File: config.mk
export PLATFORM = sky130hd
export DESIGN_NAME = bresenham_line_stepper
export DESIGN_NICKNAME = d
export VERILOG_FILES = /design/src/rtl/blsp_pkg.sv /design/src/rtl/blsp_front.sv /design/src/rtl/blsp_queue.sv /design/src/rtl/blsp_back.sv /design/src/rtl/bresenham_line_stepper.sv
export SDC_FILE = /design/constraint.sdc
export NUM_CORES = 1
export LEC_CHECK = 0
export BUFFER_PORTS_ARGS = -buffer_cell sky130_fd_sc_hd__buf_2
export CORE_ASPECT_RATIO = 0.8
export CORE_MARGIN = 4
export CORE_UTILIZATION = 60
export DETAILED_ROUTE_END_ITERATION = 6
export PLACE_DENSITY = 0.83
export SLEW_MARGIN = 15
export SYNTH_ARGS = -nofsm -noshare
export SYNTH_HDL_FRONTEND = slang
export SYNTH_HIERARCHICAL = 1
export SYNTH_SLANG_ARGS = --single-unit
File: constraint.sdc
create_clock -name clock -period 52.7 [get_ports clock]
set_input_delay 7.905 -clock clock [delete_from_list [all_inputs] [get_ports clock]]
set_output_delay 7.905 -clock clock [all_outputs]
set_load 0.03 [all_outputs]
File: src/rtl/blsp_pkg.sv
// Types and constants for the line stepper: request, response and queued command words.
// Used by every module of the block. No dependencies.
`default_nettype none

package blsp_pkg;

   localparam int COORD_BITS  = 16;
   localparam int DELTA_BITS  = COORD_BITS + 1;
   localparam int ERROR_BITS  = COORD_BITS + 3;
   localparam int QUEUE_DEPTH = 4;

   typedef enum logic [0:0] {
      KIND_LOAD = 1'b0,
      KIND_STEP = 1'b1
   } kind_type;

   typedef logic signed [COORD_BITS-1:0] coord_type;
   typedef logic [DELTA_BITS-1:0]        delta_type;
   typedef logic signed [ERROR_BITS-1:0] error_type;

   typedef struct packed {
      kind_type  kind;
      coord_type x_start;
      coord_type y_start;
      coord_type x_end;
      coord_type y_end;
   } req_type;

   typedef struct packed {
      coord_type point_x;
      coord_type point_y;
      logic      last;
   } rsp_type;

   typedef struct packed {
      kind_type  kind;
      logic      steep;
      logic      minor_down;
      coord_type major_pos;
      coord_type major_stop;
      coord_type minor_pos;
      delta_type major_delta;
      delta_type minor_delta;
   } cmd_type;

   typedef struct packed {
      logic active;
      logic emit;
      logic fin;
   } back_stat_type;

endpackage

`default_nettype wire

File: src/rtl/blsp_front.sv
// Front end: classifies a request word and sets up a line (axis swap, ordering, deltas).
// Depends on blsp_pkg.
`default_nettype none

module blsp_front (
   input  blsp_pkg::req_type req_word,
   output blsp_pkg::cmd_type cmd_word
);

   localparam int DB = blsp_pkg::DELTA_BITS;

   logic signed [DB-1:0] dx;
   logic signed [DB-1:0] dy;
   logic signed [DB-1:0] da;
   logic signed [DB-1:0] db;
   blsp_pkg::delta_type  adx;
   blsp_pkg::delta_type  ady;
   blsp_pkg::coord_type  a0;
   blsp_pkg::coord_type  a1;
   blsp_pkg::coord_type  b0;
   blsp_pkg::coord_type  b1;
   logic                 steep;
   logic                 order;
   logic                 db_pos;
   logic                 db_neg;

   always_comb begin
      dx = DB'(req_word.x_end) - DB'(req_word.x_start);
      dy = DB'(req_word.y_end) - DB'(req_word.y_start);
      adx = dx[DB-1] ? blsp_pkg::delta_type'(-dx) : blsp_pkg::delta_type'(dx);
      ady = dy[DB-1] ? blsp_pkg::delta_type'(-dy) : blsp_pkg::delta_type'(dy);
      steep = ady > adx;

      a0 = steep ? req_word.y_start : req_word.x_start;
      a1 = steep ? req_word.y_end   : req_word.x_end;
      b0 = steep ? req_word.x_start : req_word.y_start;
      b1 = steep ? req_word.x_end   : req_word.y_end;
      da = steep ? dy : dx;
      db = steep ? dx : dy;

      order  = da[DB-1];
      db_neg = db[DB-1];
      db_pos = !db[DB-1] && (db != '0);

      cmd_word.kind        = req_word.kind;
      cmd_word.steep       = steep;
      cmd_word.major_pos   = order ? a1 : a0;
      cmd_word.major_stop  = order ? a0 : a1;
      cmd_word.minor_pos   = order ? b1 : b0;
      cmd_word.major_delta = steep ? ady : adx;
      cmd_word.minor_delta = steep ? adx : ady;
      cmd_word.minor_down  = order ? !db_neg : !db_pos;
   end

endmodule

`default_nettype wire

File: src/rtl/blsp_queue.sv
// Short shift queue of command words between front and back end.
// Depends on blsp_pkg.
`default_nettype none

module blsp_queue #(
   parameter int DEPTH = blsp_pkg::QUEUE_DEPTH
) (
   input  wire               clock,
   input  wire               reset,
   input  wire               in_valid,
   output logic              in_stall,
   input  blsp_pkg::cmd_type in_word,
   output logic              out_valid,
   input  wire               out_stall,
   output blsp_pkg::cmd_type out_word
);

   localparam int CNT_BITS = $clog2(DEPTH + 1);

   blsp_pkg::cmd_type   slot_ff [DEPTH];
   blsp_pkg::cmd_type   slot_in [DEPTH];
   logic [CNT_BITS-1:0] count_ff;
   logic [CNT_BITS-1:0] count_in;
   logic [CNT_BITS-1:0] wr_idx;
   logic                push;
   logic                pop;

   assign in_stall  = (count_ff == CNT_BITS'(DEPTH));
   assign out_valid = (count_ff != '0);
   assign out_word  = slot_ff[0];
   assign push      = in_valid && !in_stall;
   assign pop       = out_valid && !out_stall;

   always_comb begin
      wr_idx   = count_ff - CNT_BITS'(pop);
      count_in = count_ff + CNT_BITS'(push) - CNT_BITS'(pop);
      for (int i = 0; i < DEPTH - 1; i++) begin
         slot_in[i] = pop ? slot_ff[i+1] : slot_ff[i];
      end
      slot_in[DEPTH-1] = slot_ff[DEPTH-1];
      for (int i = 0; i < DEPTH; i++) begin
         if (push && (wr_idx == CNT_BITS'(i))) begin
            slot_in[i] = in_word;
         end
      end
   end

   always_ff @(posedge clock) begin
      if (reset) begin
         count_ff <= '0;
      end else begin
         count_ff <= count_in;
      end
   end

   always_ff @(posedge clock) begin
      for (int i = 0; i < DEPTH; i++) begin
         slot_ff[i] <= slot_in[i];
      end
   end

endmodule

`default_nettype wire

File: src/rtl/blsp_back.sv
// Back end: holds the active line, steps a pixel per step command, registers the response word.
// Depends on blsp_pkg.
`default_nettype none

module blsp_back (
   input  wire                      clock,
   input  wire                      reset,
   input  wire                      cmd_valid,
   output logic                     cmd_stall,
   input  blsp_pkg::cmd_type        cmd_word,
   output logic                     rsp_valid,
   input  wire                      rsp_stall,
   output blsp_pkg::rsp_type        rsp_word,
   output blsp_pkg::back_stat_type  stat
);

   localparam int EB = blsp_pkg::ERROR_BITS;
   localparam blsp_pkg::coord_type COORD_ONE = blsp_pkg::coord_type'(1);

   logic                 active_ff,     active_in;
   logic                 steep_ff,      steep_in;
   logic                 minor_down_ff, minor_down_in;
   blsp_pkg::coord_type  major_pos_ff,  major_pos_in;
   blsp_pkg::coord_type  major_stop_ff, major_stop_in;
   blsp_pkg::coord_type  minor_pos_ff,  minor_pos_in;
   blsp_pkg::delta_type  major_delta_ff, major_delta_in;
   blsp_pkg::delta_type  minor_delta_ff, minor_delta_in;
   blsp_pkg::error_type  error_ff,      error_in;
   logic                 rsp_valid_ff,  rsp_valid_in;
   blsp_pkg::rsp_type    rsp_word_ff,   rsp_word_in;

   logic                 need_out;
   logic                 take;
   logic                 emit;
   logic                 fin;
   blsp_pkg::error_type  err_sum;
   logic signed [EB:0]   twice_sum;
   logic                 minor_move;

   assign rsp_valid = rsp_valid_ff;
   assign rsp_word  = rsp_word_ff;

   always_comb begin
      need_out  = (cmd_word.kind == blsp_pkg::KIND_STEP) && active_ff;
      cmd_stall = need_out && rsp_valid_ff && rsp_stall;
      take      = cmd_valid && !cmd_stall;
      emit      = take && need_out;
      fin       = (major_pos_ff >= major_stop_ff);

      err_sum    = error_ff + EB'(minor_delta_ff);
      twice_sum  = {err_sum, 1'b0};
      minor_move = (twice_sum >= $signed({2'b00, major_delta_ff}));

      active_in      = active_ff;
      steep_in       = steep_ff;
      minor_down_in  = minor_down_ff;
      major_pos_in   = major_pos_ff;
      major_stop_in  = major_stop_ff;
      minor_pos_in   = minor_pos_ff;
      major_delta_in = major_delta_ff;
      minor_delta_in = minor_delta_ff;
      error_in       = error_ff;

      rsp_valid_in = rsp_valid_ff && rsp_stall;
      rsp_word_in  = rsp_word_ff;

      if (take && (cmd_word.kind == blsp_pkg::KIND_LOAD)) begin
         active_in      = 1'b1;
         steep_in       = cmd_word.steep;
         minor_down_in  = cmd_word.minor_down;
         major_pos_in   = cmd_word.major_pos;
         major_stop_in  = cmd_word.major_stop;
         minor_pos_in   = cmd_word.minor_pos;
         major_delta_in = cmd_word.major_delta;
         minor_delta_in = cmd_word.minor_delta;
         error_in       = '0;
      end else if (emit) begin
         rsp_valid_in        = 1'b1;
         rsp_word_in.point_x = steep_ff ? minor_pos_ff : major_pos_ff;
         rsp_word_in.point_y = steep_ff ? major_pos_ff : minor_pos_ff;
         rsp_word_in.last    = fin;
         if (fin) begin
            active_in = 1'b0;
         end else begin
            major_pos_in = major_pos_ff + COORD_ONE;
            if (minor_move) begin
               error_in     = err_sum - EB'(major_delta_ff);
               minor_pos_in = minor_down_ff ? minor_pos_ff - COORD_ONE
                                            : minor_pos_ff + COORD_ONE;
            end else begin
               error_in = err_sum;
            end
         end
      end

      stat.active = active_ff;
      stat.emit   = emit;
      stat.fin    = fin;
   end

   always_ff @(posedge clock) begin
      if (reset) begin
         active_ff      <= 1'b0;
         steep_ff       <= 1'b0;
         minor_down_ff  <= 1'b0;
         major_pos_ff   <= '0;
         major_stop_ff  <= '0;
         minor_pos_ff   <= '0;
         major_delta_ff <= '0;
         minor_delta_ff <= '0;
         error_ff       <= '0;
         rsp_valid_ff   <= 1'b0;
      end else begin
         active_ff      <= active_in;
         steep_ff       <= steep_in;
         minor_down_ff  <= minor_down_in;
         major_pos_ff   <= major_pos_in;
         major_stop_ff  <= major_stop_in;
         minor_pos_ff   <= minor_pos_in;
         major_delta_ff <= major_delta_in;
         minor_delta_ff <= minor_delta_in;
         error_ff       <= error_in;
         rsp_valid_ff   <= rsp_valid_in;
      end
   end

   always_ff @(posedge clock) begin
      rsp_word_ff <= rsp_word_in;
   end

endmodule

`default_nettype wire

File: src/rtl/bresenham_line_stepper.sv
// Bresenham line stepper top level: front end, command queue and stepping back end.
// Depends on blsp_pkg, blsp_front, blsp_queue and blsp_back.
//
//   channel   direction  word type           handshake
//   req_      in         blsp_pkg::req_type  req_valid / req_stall
//   rsp_      out        blsp_pkg::rsp_type  rsp_valid / rsp_stall
//
// One request word per cycle while req_stall is low; a step word leaves as a response
// through a queue slot, then the response register. The back end takes one command a
// cycle unless a held response stalls it: one error add, one compare and a select.
// req_stall rises only when the queue holds QUEUE_DEPTH words behind a stalled response.
// Synchronous reset clears the queue, the line state and the response valid.
`default_nettype none

module bresenham_line_stepper #(
   parameter int QUEUE_DEPTH = blsp_pkg::QUEUE_DEPTH
) (
   input  wire               clock,
   input  wire               reset,
   input  wire               req_valid,
   output logic              req_stall,
   input  blsp_pkg::req_type req_word,
   output logic              rsp_valid,
   input  wire               rsp_stall,
   output blsp_pkg::rsp_type rsp_word
);

   blsp_pkg::cmd_type       front_word;
   blsp_pkg::cmd_type       q_word;
   logic                    q_valid;
   logic                    q_stall;
   blsp_pkg::back_stat_type back_stat;

   blsp_front u_front (
      .req_word (req_word),
      .cmd_word (front_word)
   );

   blsp_queue #(
      .DEPTH (QUEUE_DEPTH)
   ) u_queue (
      .clock     (clock),
      .reset     (reset),
      .in_valid  (req_valid),
      .in_stall  (req_stall),
      .in_word   (front_word),
      .out_valid (q_valid),
      .out_stall (q_stall),
      .out_word  (q_word)
   );

   blsp_back u_back (
      .clock     (clock),
      .reset     (reset),
      .cmd_valid (q_valid),
      .cmd_stall (q_stall),
      .cmd_word  (q_word),
      .rsp_valid (rsp_valid),
      .rsp_stall (rsp_stall),
      .rsp_word  (rsp_word),
      .stat      (back_stat)
   );

`ifndef ASSERT_OFF
   a_load_activates : assert property (@(posedge clock) disable iff (reset)
      (q_valid && !q_stall && (q_word.kind == blsp_pkg::KIND_LOAD)) |=> back_stat.active)
      else $error("line not active after load");

   a_last_idles : assert property (@(posedge clock) disable iff (reset)
      (back_stat.emit && back_stat.fin) |=> !back_stat.active)
      else $error("line still active after last pixel");

   a_rsp_from_emit : assert property (@(posedge clock) disable iff (reset)
      $rose(rsp_valid) |-> $past(back_stat.emit))
      else $error("response without a step");
`endif

endmodule

`default_nettype wire

# Word-level counts from Yosys, hierarchy flattened
# Memory sizes are Yosys's and may differ from the RTL's.
# Index checks and enable logic that the tools add are counted.
# op_classes
mux	37
reduce_logical	29
bitwise_logic	3
n_lt_le_gt_ge	3
add_sub_neg	12
eq_ne	5
# ops
cell	n
$mux W85	7
$mux W16	17
$mux W17	6
$neg A17 Y17	2
$sub A16 B16 Y17	2
$add A16 B2 Y16 const B	2
$ge A20 B18 Y1	1
$add A19 B17 Y19	1
$mux W19	1
$sub A19 B17 Y19	1
$gt A17 B17 Y1	1
$reduce_bool A17 Y1	1
$ge A16 B16 Y1	1
$sub A16 B2 Y16 const B	1
$logic_and A1 B1 Y1	13
$reduce_and A2 Y1	4
$eq A3 B2 Y1 const B	2
$mux W1	6
$reduce_bool A2 Y1	3
$sub A3 B1 Y3	2
$logic_not A1 Y1	4
$add A3 B1 Y3	1
$eq A3 B1 Y1 const B	1
$eq A3 B3 Y1 const B	1
other kinds (6)	8
# word_totals
mem_bits_rw	340
output_inout_bits	35
input_bits	69
memories	1
ff_bits	141
elab_cells	104
# mem_list
name	depth	word_bits	read_ports	rd_ports_with_merged_regs	wr	line_no	rtl
u_queue.slot_ff	4	85	4	0	4	blsp_queue.sv:20	blsp_pkg::cmd_type slot_ff [DEPTH];

# Logic depth before layout (Yosys ltp)
# Gate-level depths: netlist of the first run.
# logic_depth
word_depth	10
ltp_mapped	25
depth_no_buf	23

# Hierarchy
# Netlist of the first run, hierarchy kept.
# modules_own_cells
module	area_per_inst_um2	n_inst	seq_area_each_um2	cells_each
blsp_queue	13590.5	1	10269.8	658
blsp_back	8839.7	1	3093.0	1049
blsp_front	4968.5	1	0.0	797

# Worst setup path after synthesis of the first run
# OpenSTA, ideal clock, no wires.
# synth_timing
kind	input -> register
startpoint	input port rsp_stall
endpoint	memory u_queue/slot_ff[3][0] (netlist bit) (enable)
arrival_ns	22.177
path_stages	9
required_ns	51.718
setup_time_ns	0.982
setup_slack_ns	29.542
path_buffers	1
path_cell_list	nand2_1 > nor2_1 > nand2b_1 > inv_1 > ha_1 > ha_1 > or2_1 > buf_2 > a2111oi_0
# synth_rtl
item	line_no	rtl
from (decl)	bresenham_line_stepper.sv:24	input wire rsp_stall,
to (decl)	blsp_queue.sv:20	

==> results of run 1 <==
[state kept, by name (all words and copies together), names as in the netlist]
signal	flops
u_queue/slot_ff	340
u_back/rsp_word	33
u_back/error_ff	19
u_back/major_delta_ff	17
u_back/minor_delta_ff	17
u_back/major_pos_ff	16
u_back/major_stop_ff	16
u_back/minor_pos_ff	16
u_queue/count_ff	3
u_back/active_ff	1
u_back/minor_down_ff	1
u_back/rsp_valid	1
u_back/steep_ff	1
[layer usage]
| layer | vias to the layer above | GRT usage, % | wire, microns |
|---|---|---|---|
| li1 | 9366 | - | - |
| met1 | 9799 | 43.4 | 32200 |
| met2 | 999 | 43.2 | 31000 |
| met3 | 117 | 5.30 | 6820 |
| met5 | - | 0 | 0 |
| met4 | 0 | 5.63 | 1190 |
[path summary, 6_finish.rpt]
kind	from	end	slack, ns
setup / recovery	req_word[16]	u_queue/slot_ff[1][71]	38.65
hold / removal	u_back/major_delta_ff[11]	u_back/major_delta_ff[11]	0.46
setup reg to reg	u_back/minor_delta_ff[0]	u_back/minor_pos_ff[9]	47.89
hold reg to reg	u_back/major_delta_ff[11]	u_back/major_delta_ff[11]	0.46
[stage by stage]
step	hold slack [ns]	area, sq um	total power, uW	util [%]	instances
after CTS	0.455	29900	2080	66.9	3198
after floorplan	0.436	27400	1460	-	2501
after global placement	0.444	28300	1670	63.3	3108
final	0.456	29900	2090	66.9	3200
after global routing	0.481	29900	2200	66.9	3198
after detailed placement	0.447	28300	1720	63.3	3108
[where the power goes]
| part | leakage (uW) | total (uW) | internal [uW] | switching [uW] |
|---|---|---|---|---|
| clock | 0.000803 | 350 | 200 | 150 |
| sequential | 0.00449 | 752 | 672 | 80.5 |
| combinational | 0.00609 | 988 | 364 | 624 |
[worst max-delay path, delay by kind of cell]
kind	cells	cell delay (ns)
AOI/OAI and AO/OA	11	2.82
buffers and inverters	5	1.61
adders and majority gates	3	0.95
muxes	1	0.43
and+or+nand+nor	2	0.30
xor gates and xnor gates	1	0.30
[cells in the final DEF (no fill, tap or decap), types with 34 or more instances in the layout]
| cell | instances |
|---|---|
| clkbuf_16 | 49 |
| dfxtp_1 | 108 |
| nor3_1 | 34 |
| nand3_1 | 37 |
| ha_1 | 136 |
| mux2_1 | 41 |
| nand2_1 | 314 |
| xnor2_1 | 60 |
| o21ai_0 | 64 |
| a31oi_1 | 67 |
| mux2_2 | 245 |
| edfxtp_1 | 373 |
| a211oi_1 | 77 |
| a21o_1 | 37 |
| nor2_1 | 144 |
| inv_1 | 128 |
| buf_2 | 102 |
| xor2_1 | 38 |
| a21oi_1 | 155 |
| mux2i_1 | 35 |
[final cells by class]
class                      instances  area, sq um
fill                            3286        14800
inverter                         130          488
multi-input combinational       1767        13000
antenna                            2         5.00
clock inverter                    29          297
clock buffer                      61         1320
sequential                       481        13400
tap                              603          754
timing repair buffer             127          698
==> results by group, run 1 <==
CTS
  • Clk buf depth: 3
  • H-tree depth: 2
  • CTS Hold Bufs: 0
  • Num CTS Buffers: 48
  • Clock transition at the registers of the reported paths: 0.06 ns
  • CTS tree: yes
  • CTS-repair resized insts: 0
  • CTS Root Cell: clkbuf_16
  • Worst-Skew Late Latency: 0.61 ns
  • Postcts setup bufs: 0
  • Clk sinks: 481

Timing
  • Max Clk Rate: 71.2 MHz
  • RSZ-0062 raised after global routing: no
  • Worst rel slew slack: 30.2%
  • Worst slew pin tran: 1.05 ns
  • Final Slew Violations: 0
  • Period Utilization, post-route: 26.7%
  • # setup viols final: 0
  • Setup ws final: 38.65 ns
  • Clock Skew: 0.0306 ns
  • Setup TNS: 0 ns
  • Post-layout minimum cycle time: 14.05 ns
  • Final Hold Vio Count: 0

Placed design
  • Place WS: 38.22 ns
  • Port Buf Inserts: 103
  • GP Congestion: 0.971
  • HPWL after DPL: 50.2 mm

Logic synthesis
  • Post-Syn Area per Cell: 10.9 sq um
  • Synthesized cell area: 0.0274 sq mm
  • Syn_nets: 2712
  • Post-Synthesis Cells: 2501
  • Synth Warn #: 6

Worst setup path
  • Worst Reg-to-Reg Cells: 17
  • WS Path Type: primary input to flop
  • Max FO, Critical Path: 66
  • Nature of the critical path startpoint: primary input
  • Max incr delay on CP: 0.63 ns
  • Nature of the critical path endpoint: flop
  • Critical path required time: 53.06 ns
  • Crit path DAT: 14.41 ns
  • Crit-path slowest cell: buf_4
  • Cell Chain, Critical Path: buf_2 -> inv_1 -> ha_1 -> fa_1 -> nand2b_1 -> a2111oi_2 -> o21ai_1 -> a21boi_1 -> a31o_2 -> buf_4 -> a41oi_1 -> xnor2_1 -> ha_1 -> a21oi_1 -> nor2b_1 -> o21ai_0 -> o21ai_0 -> a211o_1 -> o21a_2 -> inv_2 -> buf_4 -> a31oi_1 -> mux2_1

Global route
  • First-pass GRT wire length: 110 mm
  • Largest net degree at the start of global routing: 79
  • Tot GR Track Use: 28.5%
  • Remaining global-route overflow: 0
  • Vias in the first global route: 19400
  • Initial antenna violation count: 0

Floorplanning
  • Core Area: 0.0447 sq mm
  • Die area: 0.0491 sq mm
  • Die width: 247 microns
  • Die Ht: 199 microns
  • Row Count: 69
  • IO Pins: 104
  • Starting density of the core: 61.2%

Routing
  • DR WL/cell: 22.2 microns
  • Final ANT Viol Nets: 0
  • Via count: 20300
  • Final WL: 71.2 mm
  • DRC viols: 0
  • Via/cell ratio: 6.34
  • Pre-antenna DRT Iters: 6
  • Drt first-iter violations: 2297

Cells and area
  • Share of cells above drive strength 1: 19.6%
  • Layout Nets: 2766
  • Area grow syn2layout: 9.30%

Hold path
  • Hold Path Depth: 2
  • Hold Crit Class: flop to flop

Pwr
  • Peak VDD IR: 0.0000449 V
  • Leakage: 0.0114 uW
  • Pwr per Cell Area: 69.8 mW/mm^2

Flow run
  • # Max-Cap Violations: 0

Outcome
  • Status: finished, final reports clean
(Power assumes the default switching activity.)
==> inputs of run 2 (changes only) <==
Settings changed: CORE_UTILIZATION 60 to 57, PLACE_DENSITY 0.83 to 0.82.
Clock period 52.7 ns to 12.51 ns, I/O delays scaled along.
==> run 2 against run 1 <==
Total power grew to 4.2 times the previous value. Cell count grew 0.34%. Utilization shrank 3.6 points. Register-to-register slack lost 40 ns. Critical path depth is the same. Die area grew 5.1%. Routed wire length grew 2.7%. Clock power grew to 4.1 times the previous value. Clock skew shrank 0.0087 ns. Hold slack lost 0.00085 ns. Clock-buffer cell count shrank 3.
==> results by group, run 2 (synthesized netlist as in run 1, its figures left out) <==
Outcome
  • Status: finished, final reports clean

Timing
  • Final Slew Violations: 0
  • Period Utilization, post-route: 65.4%
  • Setup TNS: 0 ns
  • Clock Skew: 0.0220 ns
  • Final Hold Vio Count: 0
  • RSZ-0062 raised after global routing: no
  • # setup viols final: 0
  • Post-layout minimum cycle time: 8.18 ns
  • Worst rel slew slack: 20.5%
  • Max Clk Rate: 122 MHz
  • Worst slew pin tran: 1.19 ns

Worst setup path
  • Worst Reg-to-Reg Cells: 9
  • WS Path Type: primary input to flop
  • Critical path required time: 12.83 ns
  • Nature of the critical path startpoint: primary input
  • Worst r2r src: u_queue/count_ff[2]
  • Nature of the critical path endpoint: flop
  • Crit path DAT: 8.50 ns
  • Crit path from: req_word[16]
  • Max FO, Critical Path: 49

Pwr
  • Leakage: 0.0113 uW
  • Peak VDD IR: 0.000195 V
  • Switching share of total power: 41.1%
  • Seq pwr share: 36.2%
  • Clock share of power: 16.5%
  • Pwr per Cell Area: 294 mW/mm^2
  • Logic pwr share: 47.3%
  • Int Power: 5190 uW
  • NetSw: 3620 uW

Routing
  • DRC viols: 0
  • Via/cell ratio: 6.41
  • DR WL/cell: 22.8 microns
  • Pre-antenna DRT Iters: 6
  • Final WL: 73.1 mm
  • Drt first-iter violations: 2443
  • Final ANT Viol Nets: 0
  • Via count: 20600

CTS
  • CTS-repair resized insts: 0
  • Clk buf depth: 3
  • CTS Hold Bufs: 0
  • H-tree depth: 2
  • CTS tree: yes
  • Clock transition at the registers of the reported paths: 0.07 ns
  • Postcts setup bufs: 0
  • Clk sinks: 481
  • CTS Root Cell: clkbuf_16
  • Num CTS Buffers: 48
  • Worst-Skew Late Latency: 0.59 ns

Floorplanning
  • Die Ht: 204 microns
  • Row Count: 71
  • Starting density of the core: 57.9%
  • IO Pins: 104
  • Die width: 253 microns
  • Die area: 0.0516 sq mm
  • Core Area: 0.0473 sq mm

Cells and area
  • Area grow syn2layout: 9.27%
  • Multi-input logic area: 0.0130 sq mm
  • Share of cells above drive strength 1: 19.5%
  • Most frequent cells in the layout: edfxtp_1, nand2_1, mux2_2, a21oi_1, nor2_1
  • Biggest register: u_queue/slot_ff
  • Filler cells: 3610
  • Layout Nets: 2764
  • Design area: 0.0299 sq mm
  • Antenna Cells: 0
  • Commonest non-fill, non-tap cell in the layout: edfxtp_1
  • Sequential cell area: 0.0134 sq mm
  • Max FFs per register: 340

Global route
  • Vias in the first global route: 19500
  • Remaining global-route overflow: 0
  • First-pass GRT wire length: 112 mm
  • Tot GR Track Use: 27.6%
  • Initial antenna violation count: 0
  • Largest net degree at the start of global routing: 85

Placed design
  • Placed cell area: 0.0283 sq mm
  • GP Congestion: 0.969
  • HPWL after DPL: 50.6 mm
  • Port Buf Inserts: 103

Hold path
  • Hold Path Depth: 2
  • Hold Crit Class: flop to flop
  • Worst hold path startpoint: u_back/major_delta_ff[11]

Flow run
  • # Max-Cap Violations: 0
[run 2: cell count changes in the layout (fill, tap and decap cells not counted), moves of 2 or more]
cell,before,now
buf_4,25,22
clkbuf_8,5,3
diode_2,2,0
clkinvlp_4,1,3
inv_16,2,0
[run 2: layout make-up]
class,instances,area share (%)
clock buffer,58,4.31
clock inverter,30,0.954
inverter,130,1.63
multi-input combinational,1767,43.5
sequential,481,44.7
tap,620,2.59
timing repair buffer,125,2.35
[run 2: final timing paths]
kind	to	slack, ns
setup reg to reg	u_queue/slot_ff[0][42]	7.65
hold reg to reg	u_back/major_delta_ff[11]	0.46
setup / recovery	u_queue/slot_ff[0][13]	4.33
hold / removal	u_back/major_delta_ff[11]	0.46
[run 2: through the flow]
| stage | setup WS (ns) | hold slack (ns) | util [%] | cells | total power, uW |
|---|---|---|---|---|---|
| 6_report | 4.33 | 0.455 | 63.3 | 3211 | 8810 |
| 3_5_place_dp | 3.97 | 0.447 | 60.0 | 3123 | 7250 |
| 3_3_place_gp | 4.16 | 0.444 | 59.9 | 3122 | 7070 |
| 4_1_cts | 4.57 | 0.456 | 63.3 | 3211 | 8760 |
| 5_1_grt | 4.04 | 0.475 | 63.3 | 3211 | 9290 |
| 2_1_floorplan | 3.78 | 0.436 | - | 2501 | 6140 |
[run 2: power groups by stage]
stage | Clock, uW | Sequential (uW) | Combinational, uW
after detailed placement | 0 | 3200 | 4050
after CTS | 1470 | 3180 | 4110
after global placement | 0 | 3170 | 3900
after global routing | 1540 | 3250 | 4510
final | 1450 | 3190 | 4170
after floorplan | 0 | 3110 | 3030
[run 2: routing by layer]
| layer | vias to the layer above | track usage [%] | share of wire [%] |
|---|---|---|---|
| met4 | 0 | 5.99 | 1.9 |
| li1 | 9340 | - | - |
| met5 | - | 0 | 0 |
| met3 | 111 | 4.87 | 11 |
| met2 | 1124 | 40.7 | 43 |
| met1 | 10000 | 43.0 | 45 |
[run 2: critical path: stages]
cell       delay (ns)
buf_2            0.10
inv_1            0.06
ha_1             0.23
fa_1             0.41
nand2b_1         0.24
a2111oi_2        0.32
o21ai_1          0.18
a21boi_1         0.40
a31o_2           0.57
buf_4            0.55
nor2_1           0.13
xor2_1           0.29
ha_1             0.30
nand2_1          0.08
nor2_1           0.05
a211oi_1         0.23
o21ai_0          0.13
a211o_1          0.33
o21a_2           0.15
inv_2            0.56
buf_4            0.53
mux2_2           0.43
mux2_2           0.27
